## config.mk

```make
export PLATFORM = sky130hd
export DESIGN_NAME = mse_front
export DESIGN_NICKNAME = d
export VERILOG_FILES = /design/src/multi_stack_engine_core_macros.svh /design/src/mse_pkg.sv /design/src/mse_front.sv
export SDC_FILE = /design/constraint.sdc
export NUM_CORES = 1
export LEC_CHECK = 0
export BUFFER_PORTS_ARGS = -buffer_cell sky130_fd_sc_hd__buf_2
export CORE_UTILIZATION = 39
export DETAILED_ROUTE_END_ITERATION = 8
export GPL_TIMING_DRIVEN = 0
export PLACE_DENSITY_LB_ADDON = 0.05
export SETUP_SLACK_MARGIN = 0.1
export SLEW_MARGIN = 20
export SYNTH_ARGS = -nofsm -noshare
export SYNTH_HDL_FRONTEND = slang
export SYNTH_SLANG_ARGS = --single-unit
export TNS_END_PERCENT = 5
```

## constraint.sdc

```tcl
create_clock -name i_clk -period 2.9 [get_ports i_clk]
set_input_delay 0.29 -clock i_clk [delete_from_list [all_inputs] [get_ports i_clk]]
set_output_delay 0.29 -clock i_clk [all_outputs]
set_load 0.1 [all_outputs]
```

## src/multi_stack_engine_core_macros.svh

```systemverilog
// Assertion helpers for the stack engine.
`ifndef MULTI_STACK_ENGINE_CORE_MACROS_SVH
`define MULTI_STACK_ENGINE_CORE_MACROS_SVH

// same-cycle implication
`define MSE_ASSERT_IMP(lbl, clk, rst_n, a, b) \
    lbl: assert property (@(posedge clk) disable iff (!rst_n) (a) |-> (b)) \
        else $error("same-cycle check failed");

// next-cycle implication
`define MSE_ASSERT_NXT(lbl, clk, rst_n, a, b) \
    lbl: assert property (@(posedge clk) disable iff (!rst_n) (a) |=> (b)) \
        else $error("next-cycle check failed");

`endif

```

## src/mse_pkg.sv

```systemverilog
package mse_pkg;

    localparam int NUM_STACKS_DEF  = 8;
    localparam int STACK_DEPTH_DEF = 16;
    localparam int DATA_WIDTH_DEF  = 32;

    localparam int OP_W     = 2;
    localparam int SEL_W    = 3;
    localparam int VAL_W    = 32;
    localparam int STATUS_W = 2;
    localparam int STK_REG_W = 4;
    localparam int DEP_REG_W = 5;
    localparam int PADDR_W  = 3;
    localparam int PDATA_W  = 32;

    localparam logic [OP_W-1:0] OP_PUSH   = 2'd0;
    localparam logic [OP_W-1:0] OP_POP    = 2'd1;
    localparam logic [OP_W-1:0] OP_LIST   = 2'd2;
    localparam logic [OP_W-1:0] OP_UNUSED = 2'd3;

    localparam logic [STATUS_W-1:0] ST_OK      = 2'd0;
    localparam logic [STATUS_W-1:0] ST_FULL    = 2'd1;
    localparam logic [STATUS_W-1:0] ST_EMPTY   = 2'd2;
    localparam logic [STATUS_W-1:0] ST_INVALID = 2'd3;

    localparam logic REG_STACKS = 1'b0;
    localparam logic REG_DEPTH  = 1'b1;

    typedef enum logic [1:0] {
        K_PUSH,
        K_POP,
        K_LIST,
        K_INVALID
    } t_kind;

    typedef struct packed {
        t_kind              kind;
        logic [SEL_W-1:0]   sel;
        logic [VAL_W-1:0]   value;
    } t_cmd;

endpackage

```

## src/mse_front.sv

```systemverilog
module mse_front (
    input  logic                               i_clk,
    input  logic                               i_rst_n,
    input  logic                               i_start,
    input  logic [mse_pkg::OP_W-1:0]           i_op,
    input  logic [mse_pkg::SEL_W-1:0]          i_stack_select,
    input  logic [mse_pkg::VAL_W-1:0]          i_value,
    input  logic [mse_pkg::STK_REG_W-1:0]      i_stacks_in_use,
    input  logic                               i_pop,
    output logic                               o_busy,
    output logic                               o_cmd_valid,
    output mse_pkg::t_cmd                      o_cmd
);

    mse_pkg::t_cmd r_q [0:1];
    logic          r_wp;
    logic          r_rp;
    logic [1:0]    r_cnt;

    mse_pkg::t_cmd w_cmd;
    logic          w_acc;
    logic          w_push;

    always_comb begin
        w_cmd.sel   = i_stack_select;
        w_cmd.value = i_value;
        if ({1'b0, i_stack_select} >= i_stacks_in_use) begin
            w_cmd.kind = mse_pkg::K_INVALID;
        end else begin
            case (i_op)
                mse_pkg::OP_PUSH: w_cmd.kind = mse_pkg::K_PUSH;
                mse_pkg::OP_POP:  w_cmd.kind = mse_pkg::K_POP;
                default:          w_cmd.kind = mse_pkg::K_LIST;
            endcase
        end
    end

    assign o_busy      = (r_cnt == 2'd2);
    assign w_acc       = i_start && !o_busy;
    assign w_push      = w_acc && (i_op != mse_pkg::OP_UNUSED);
    assign o_cmd_valid = (r_cnt != 2'd0);
    assign o_cmd       = r_q[r_rp];

    always_ff @(posedge i_clk) begin
        if (!i_rst_n) begin
            r_wp  <= 1'b0;
            r_rp  <= 1'b0;
            r_cnt <= 2'd0;
        end else begin
            if (w_push) begin
                r_wp <= ~r_wp;
            end
            if (i_pop) begin
                r_rp <= ~r_rp;
            end
            r_cnt <= r_cnt + {1'b0, w_push} - {1'b0, i_pop};
        end
        if (w_push) begin
            r_q[r_wp] <= w_cmd;
        end
    end

endmodule

```

# Word-level counts from Yosys, hierarchy flattened
# Memory sizes are Yosys's and may differ from the RTL's. A register that Yosys moved wholly into a read port is not among the register bits.
# Cells that the tools add are included.
# op_classes
n_mux	6
n_reduce_logical	5
n_eq_ne	3
n_addsub	2
bitwise_logic	2
order_cmp	1
# ops
cell	count
greater-or-equal comparator 3 x 4 -> 1 bit	1
2-to-1 mux 1 bit	4
one-hot mux 2 bit (2 select lines)	1
adder 2 x 1 -> 2 bit	1
equality test 2 x 1 -> 1 bit, second input constant	1
equality test 2 bit, second input constant	1
logical AND 1 bit	2
logical NOT 2 bit	1
2-to-1 mux 2 bit	1
inequality test 2 bit, second input constant	1
NOT 1 bit	2
nonzero test 2 bit	1
subtractor 2 x 1 -> 2 bit	1
logical NOT 1 bit	1
# totals
in_bits	45
regBits	4
wordCells	23
n_memories	1
output_inout_bits	39
mem_bits_rw	74
# memory_table
name	depth	width	read_ports	rd_ports_with_merged_regs	wr	line	text
r_q	2	37	1	1	1	mse_front.sv:15	mse_pkg::t_cmd r_q [0:1];

# Longest topological paths before layout
# Gate-level depths: netlist (run 1).
# depth
ltp_word	6
ltp_mapped	8
mapped_depth_nobuf	8

# Worst setup path after synthesis (run 1)
# No wires, ideal clock.
# synth_path
kind	register to register
start	register r_cnt[1]
end	memory r_q[0][0] (netlist bit), enable pin
period_less_slack_ns	2.746
setup_slack_ns	0.154
stages_incl_launch_ff	4
path_buffers	0
arrival_ns	2.315
setup_time_ns	0.431
path_cell_list	dfxtp_1 -> nor2b_4 -> nand3b_4 -> nor2_1
# synth_between
elab_chain_cells	6
# synth_rtl
element	line	text
from (decl)	mse_front.sv:18	logic [1:0] r_cnt;
from (signal assigned)	mse_front.sv:56	r_cnt <= r_cnt + {1'b0, w_push} - {1'b0, i_pop};
equality test 2 bit	mse_front.sv:38	assign o_busy = (r_cnt == 2'd2);
named net o_busy	mse_front.sv:10	output logic o_busy,
logical NOT 1 bit	mse_front.sv:39	assign w_acc = i_start && !o_busy;
logical AND 1 bit	mse_front.sv:39	
logical AND 1 bit	mse_front.sv:40	assign w_push = w_acc && (i_op != mse_pkg::OP_UNUSED);
2-to-1 mux 1 bit	mse_front.sv:58	if (w_push) begin
2-to-1 mux 1 bit (implied by the code)	mse_front.sv:59	r_q[r_wp] <= w_cmd;
to (decl)	mse_front.sv:15	
# The timed path passes the listed nets, and every way through them passes these cells.

==> results.sh, run 1 <==
export IMPL_outcome="finished, final reports clean"
export IMPL_yosys_top_cells_count="edfxtp_1 (74), mux2_4 (30), mux2_2 (7)"
export IMPL_finalMaxSlewViolations=0
export IMPL_wirelength_mm=4.846
export IMPL_rows=32
export IMPL_clock_latency_ns=0.34
export IMPL_cts_htree_levels=3
export IMPL_synth_edff_count=74
export IMPL_post_drt_via_cell_ratio=4.455
export IMPL_clkSinkCount=79
export IMPL_syn_nets=205
export IMPL_io_buffers=83
export IMPL_grt_pass1_vias=1609
export IMPL_synth_area_per_cell_um2=20.46
export IMPL_leakagePower_nw=1.600
export IMPL_pre_cts_slack_ns=1.197
export IMPL_gp_congestion=0.6093
export IMPL_post_route_period_util=0.6565
export IMPL_ys_warn_count=0
export IMPL_die_width_um=92.17
export IMPL_clk_pin_slew_ns=0.08
export IMPL_fill_cells=684
export IMPL_dr_pass1_iters=4
export IMPL_postCtsHoldBufs=0
export IMPL_min_path_type="primary input to flop"
export IMPL_area_growth_pct=26.01
export IMPL_dp_cells=342
export IMPL_dpl_hpwl_mm=3.358
export IMPL_fin_crit_ns=1.904
export IMPL_skew_ns=0.009982
export IMPL_drc=0
export IMPL_clockRootBuffer="clkbuf_8"
export IMPL_finalHoldViolCount=0
export IMPL_overflow=0
export IMPL_synth_distinct_cells=21
export IMPL_start_kind="flop"
export IMPL_first_iter_violations=47
export IMPL_drive_gt1_frac=0.5664
export IMPL_numCtsBuffers=9
export IMPL_required_ns=2.61
export IMPL_ys_ff_latch=79
export IMPL_irDropWorstVdd_mv=0.5644
export IMPL_setup_viol=0
export IMPL_fmax_mhz=525.2
export IMPL_crit_type="flop to output port"
export IMPL_holdWs_ns=0.1316
export IMPL_start_util=0.4061
export IMPL_die_h_um=92.17
export IMPL_nNetsFinal=301
export IMPL_r2r_cells=4
export IMPL_vias=1595
export IMPL_final_cells=358
export IMPL_maxCapViolCount=0
export IMPL_die_area_um2=8494
export IMPL_multi_input_area_um2=769.5
export IMPL_crit_arrival_ns=1.61
export IMPL_yosysMostFrequentCell="edfxtp_1"
export IMPL_ant_nets=0
export IMPL_cts_resized=0
export IMPL_ys_async_sr_fraction=0
export IMPL_ios=84
export IMPL_grt_max_degree=23
export IMPL_syn_inst=155
export IMPL_min_path_cells=1
export IMPL_core_area_um2=7807
export IMPL_clock_path_buffers=2
export IMPL_antenna_found_initial=0
export IMPL_synth_top_cell_by_area="edfxtp_1"
export IMPL_postCtsSetupRepairBufs=0
export IMPL_power_per_cell_area_nw_per_um2=844.9
export IMPL_seq_area_frac_synth=0.7324
export IMPL_worst_slew_pin_slew_ns=0.5570
export IMPL_grt_usage=0.1248
export IMPL_rsz0062_at_grt="no"
export IMPL_synth_top_area_share=0.7009
export IMPL_grt_pass1_wl_mm=7.714
export IMPL_yosys_top_cells_area="edfxtp_1 (70%), mux2_4 (14%), dfxtp_1 (3.2%), mux2_2 (2.5%), ha_1 (2.0%)"
export IMPL_worst_slack_ns=0.9960
export IMPL_end_kind="output port"
export IMPL_synth_ff_type="edfxtp_1"
export IMPL_critPathMaxFanout=10
export IMPL_cts_tree="yes"
export IMPL_diodes=0
export IMPL_worst_slew_margin_rel=0.6278
export IMPL_wl_per_cell_um=13.54
export IMPL_syn_cell_area_um2=3171
export IMPL_regArea_um2=2322
==> through the flow <==
step / area, um^2 / power, mW / util / setup TNS (ns)
after global placement: 3714 / 2.532 / 0.4756 / -55.73
after global routing: 3995 / 3.507 / 0.5117 / 0
after CTS: 3995 / 3.418 / 0.5117 / 0
final: 3995 / 3.376 / 0.5117 / 0
after detailed placement: 3784 / 2.562 / 0.4846 / 0
after floorplan: 3171 / 2.382 / - / 0
==> kinds of logic (layout without fill, tap and decap cells) <==
kind of cell             Yosys count  count (layout)  synth area share
AND/OR/NAND/NOR                   16              16           0.03354
multiplexers                      38              38            0.1701
AO/OA/AOI/OAI                      4               4          0.006314
adder cells (fa/ha/maj)            5               5           0.01973
XOR/XNOR                           3               3          0.008289
flip-flops                        79              79            0.7324
buffers and inverters             10             111           0.02960
==> path summary, 6_finish.rpt <==
kind / startpoint / endpoint / slack (ns)
hold reg to reg: r_wp$_SDFFE_PN0P_ / r_wp$_SDFFE_PN0P_ / 0.53
hold / removal: i_value[8] / r_q[0][8]$_DFFE_PP_ / 0.13
setup / recovery: flop / o_cmd[9] / 1.0
setup reg to reg: r_cnt[1]$_SDFF_PN0_ / r_q[0][18]$_DFFE_PP_ / 1.22
==> sequential cells by signal, indices dropped and copies added, names as in the netlist, named ones only <==
| name | count |
|---|---|
| r_q | 74 |
| r_cnt | 2 |
| r_rp | 1 |
| r_wp | 1 |
==> placed cells by master, fill, tap and decap left out <==
cell type	count
a21oi_1	2
and2_1	4
buf_12	3
buf_16	2
buf_2	83
buf_6	1
bufinv_16	2
clkbuf_8	9
clkinv_1	2
clkinv_2	1
clkinvlp_4	2
dfxtp_1	5
edfxtp_1	74
ha_1	5
inv_1	6
mux2_2	7
mux2_4	30
mux2i_1	1
nand2_1	3
nand2b_1	2
nand3b_4	1
nor2_1	1
nor2_4	2
nor2b_1	1
nor2b_4	1
o21ai_0	2
or2_2	1
xnor2_1	2
xor2_1	1
==> worst max-delay path, cell delays in order (launching register included) <==
cell	delay, ns
dfxtp_1	0.33
buf_6	0.18
buf_12	0.16
mux2_4	0.30
buf_2	0.29
==> final cells by class <==
| cell class | count | area share |
|---|---|---|
| sequential | 79 | 0.5813 |
| multi-input combinational | 66 | 0.1926 |
| timing repair buffer | 85 | 0.1178 |
| tap | 102 | 0.03194 |
| clock buffer | 9 | 0.03101 |
| clock inverter | 7 | 0.02192 |
| buffer | 4 | 0.01785 |
| inverter | 6 | 0.005637 |
==> layer usage <==
metal / vias up / GRT usage / part of all wire
met3: 6 / 0.05224 / 0.072
met1: 759 / 0.1369 / 0.41
met2: 53 / 0.2071 / 0.50
met5: - / 0 / 0
li1: 777 / - / -
met4: 0 / 0.06250 / 0.013
==> report_power, final <==
part	leakage, nW	internal, mW	switching [mW]
Combinational	0.775	0.269	0.837
Clock	0.100	0.477	0.377
Sequential	0.725	1.38	0.0330
Note: power is estimated with default switching activity, not from simulation.
==> run 2, diff against run 1 <==
==> constraint.sdc (replaced) <==
create_clock -name i_clk -period 1.7 [get_ports i_clk]
set_input_delay 0.17 -clock i_clk [delete_from_list [all_inputs] [get_ports i_clk]]
set_output_delay 0.17 -clock i_clk [all_outputs]
set_load 0.1 [all_outputs]
==> run 2 against run 1 <==
  * Wire length grew 2.4%
  * Power grew 79%
  * Clock power grew 46%
  * Critical path depth unchanged
  * Die area is the same
  * Count of clock-buffer cells in the layout did not move
  * Worst setup slack worse by 0.94 ns
  * Utilization rose by 6.7 points
  * Combinational power is 110% higher
  * Clock skew increased by 0.00073 ns
  * Critical path type unchanged
  * Largest cell class unchanged
==> results.sh, run 2 (same netlist as run 1, synthesis figures left out) <==
export IMPL_finalHoldViolCount=0
export IMPL_fmax_mhz=608.6
export IMPL_fin_crit_ns=1.643
export IMPL_worst_slew_margin_rel=0.6780
export IMPL_gp_congestion=0.6174
export IMPL_r2r_cells=8
export IMPL_layout_commonest_cell="edfxtp_1"
export IMPL_clockRootBuffer="clkbuf_8"
export IMPL_slowest_stage="dfxtp_2"
export IMPL_numCtsBuffers=9
export IMPL_drive_gt1_frac=0.5907
export IMPL_clock_path_buffers=2
export IMPL_end_kind="output port"
export IMPL_irDropWorstVdd_mv=0.9017
export IMPL_dr_pass1_iters=4
export IMPL_wl_per_cell_um=13.75
export IMPL_worst_slew_pin_slew_ns=0.4863
export IMPL_grt_usage=0.1279
export IMPL_largest_register_ffs=74
export IMPL_cpLargestDelayFamily="buffers and inverters"
export IMPL_vias=1630
export IMPL_clkSinkCount=79
export IMPL_swShare=0.3597
export IMPL_first_iter_violations=26
export IMPL_outcome="finished, final reports clean"
export IMPL_rows=32
export IMPL_top_register="r_q"
export IMPL_power_frac_seq=0.402
export IMPL_rsz0062_at_grt="yes"
export IMPL_nNetsFinal=305
export IMPL_crit_top_cell="buf_12"
export IMPL_path_cells="buf_12, buf_12, mux2_4, buf_6"
export IMPL_leakagePower_nw=1.785
export IMPL_path_buf_inv=3
export IMPL_r2r_end="r_cnt[1]$_SDFF_PN0_"
export IMPL_wirelength_mm=4.963
export IMPL_overflow=0
export IMPL_dpl_hpwl_mm=3.281
export IMPL_layout_common_cells="edfxtp_1 (74), buf_2 (46), buf_12 (35)"
export IMPL_ant_nets=0
export IMPL_min_path_type="primary input to flop"
export IMPL_setup_viol=0
export IMPL_p_clk_frac=0.207
export IMPL_grt_max_degree=23
export IMPL_antenna_found_initial=0
export IMPL_area_growth_pct=42.54
export IMPL_regToRegSetupSlack_ns=0.07
export IMPL_maxCapViolCount=0
export IMPL_die_h_um=92.17
export IMPL_multi_input_area_um2=802.0
export IMPL_rr_startpoint="r_cnt[1]$_SDFF_PN0_"
export IMPL_grt_pass1_wl_mm=8.024
export IMPL_post_route_period_util=0.9665
export IMPL_crit_arrival_ns=1.47
export IMPL_pwr_share_comb=0.391
export IMPL_clk_pin_slew_ns=0.08
export IMPL_die_area_um2=8494
export IMPL_grt_pass1_vias=1651
export IMPL_ios=84
export IMPL_skew_ns=0.01071
export IMPL_crit_type="flop to output port"
export IMPL_cp_depth=4
export IMPL_start_kind="flop"
export IMPL_fin_util=0.5788
export IMPL_setup_tns_ns=0
export IMPL_cts_tree="yes"
export IMPL_post_drt_via_cell_ratio=4.515
export IMPL_finalMaxSlewViolations=0
export IMPL_drc=0
export IMPL_fill_cells=616
export IMPL_diodes=0
export IMPL_crit_end="o_cmd[14]"
export IMPL_core_area_um2=7807
export IMPL_die_width_um=92.17
export IMPL_power_per_cell_area_nw_per_um2=1337
export IMPL_largestRegisters="r_q: 74 flops, r_cnt: 2 flops"
export IMPL_regArea_um2=2326
export IMPL_p_int_mw=3.868
export IMPL_start_util=0.4061
export IMPL_p_sw_mw=2.173
export IMPL_critPathMaxFanout=10
export IMPL_cts_htree_levels=3
export IMPL_io_buffers=83
export IMPL_clock_latency_ns=0.33
export IMPL_required_ns=1.53
export IMPL_cpPeakStageDelay_ns=0.34
## run 2: area by class of cell
class | count | area share
clock buffers | 9 | 0.02741
repair buffers | 89 | 0.2179
multi-input cells | 66 | 0.1775
well taps | 102 | 0.02824
flip-flops and latches | 79 | 0.5147
inverters | 6 | 0.004983
clock inverters | 6 | 0.01163
plain buffers | 4 | 0.01772
## run 2: worst min path at each step
| stage | from | to | slack [ns] | cells after the start |
|---|---|---|---|---|
| after floorplan | i_value[0] | r_q[0][0]$_DFFE_PP_ | 0.27 | 0 |
| after global placement | i_value[5] | r_q[0][5]$_DFFE_PP_ | 0.36 | 1 |
| after detailed placement | i_value[1] | r_q[0][1]$_DFFE_PP_ | 0.36 | 1 |
| after CTS | i_value[23] | r_q[1][23]$_DFFE_PP_ | 0.004 | 1 |
| after global routing | i_value[9] | r_q[0][9]$_DFFE_PP_ | 0.0009 | 1 |
| final | i_value[3] | r_q[1][3]$_DFFE_PP_ | 0.02 | 1 |
## run 2: worst reg2reg max path, stage by stage (launching register included)
cell and delay (ns):
dfxtp_2 0.34, nor2b_4 0.12, nand3b_4 0.21, ha_4 0.30, inv_2 0.03, ha_4 0.15
xnor2_2 0.13, xnor2_1 0.11, and2_1 0.13
## run 2: through the flow
stage | cell area [um^2] | hold WS, ns | instances | setup slack [ns] | power [mW]
final | 4519 | 0.02488 | 361 | 0.05687 | 6.041
after global routing | 4519 | 0.0009286 | 361 | 0.001482 | 6.274
after CTS | 4492 | 0.003835 | 359 | -0.02506 | 6.089
after detailed placement | 3819 | 0.3608 | 342 | -0.07901 | 4.401
after global placement | 3764 | 0.3585 | 340 | -0.3113 | 4.349
after floorplan | 3221 | 0.2689 | 155 | -0.2825 | 4.099
## run 2: repair_timing
item | CTS | global route
setup buffers | 2 | 2
gates resized for setup | 128 | 0
hold buffers | 0 | 0
setup endpoints to repair | 95 | 67
pin swaps | 5 | 1
## run 2: per-layer routing
layer | routed length, um | global-route usage | vias to the layer above
met1 | 2024 | 0.1393 | 786
met5 | 0 | 0 | -
met3 | 327 | 0.04809 | 7
met2 | 2541 | 0.2183 | 52
li1 | - | - | 785
met4 | 70 | 0.06250 | 0
## run 2: power groups by stage
| stage | combinational [mW] | clock, mW | sequential, mW |
|---|---|---|---|
| floorplan | 1.64 | 0 | 2.46 |
| global placement | 1.88 | 0 | 2.47 |
| detailed placement | 1.93 | 0 | 2.47 |
| CTS | 2.36 | 1.30 | 2.43 |
| global route | 2.45 | 1.38 | 2.44 |
| finish | 2.36 | 1.25 | 2.43 |
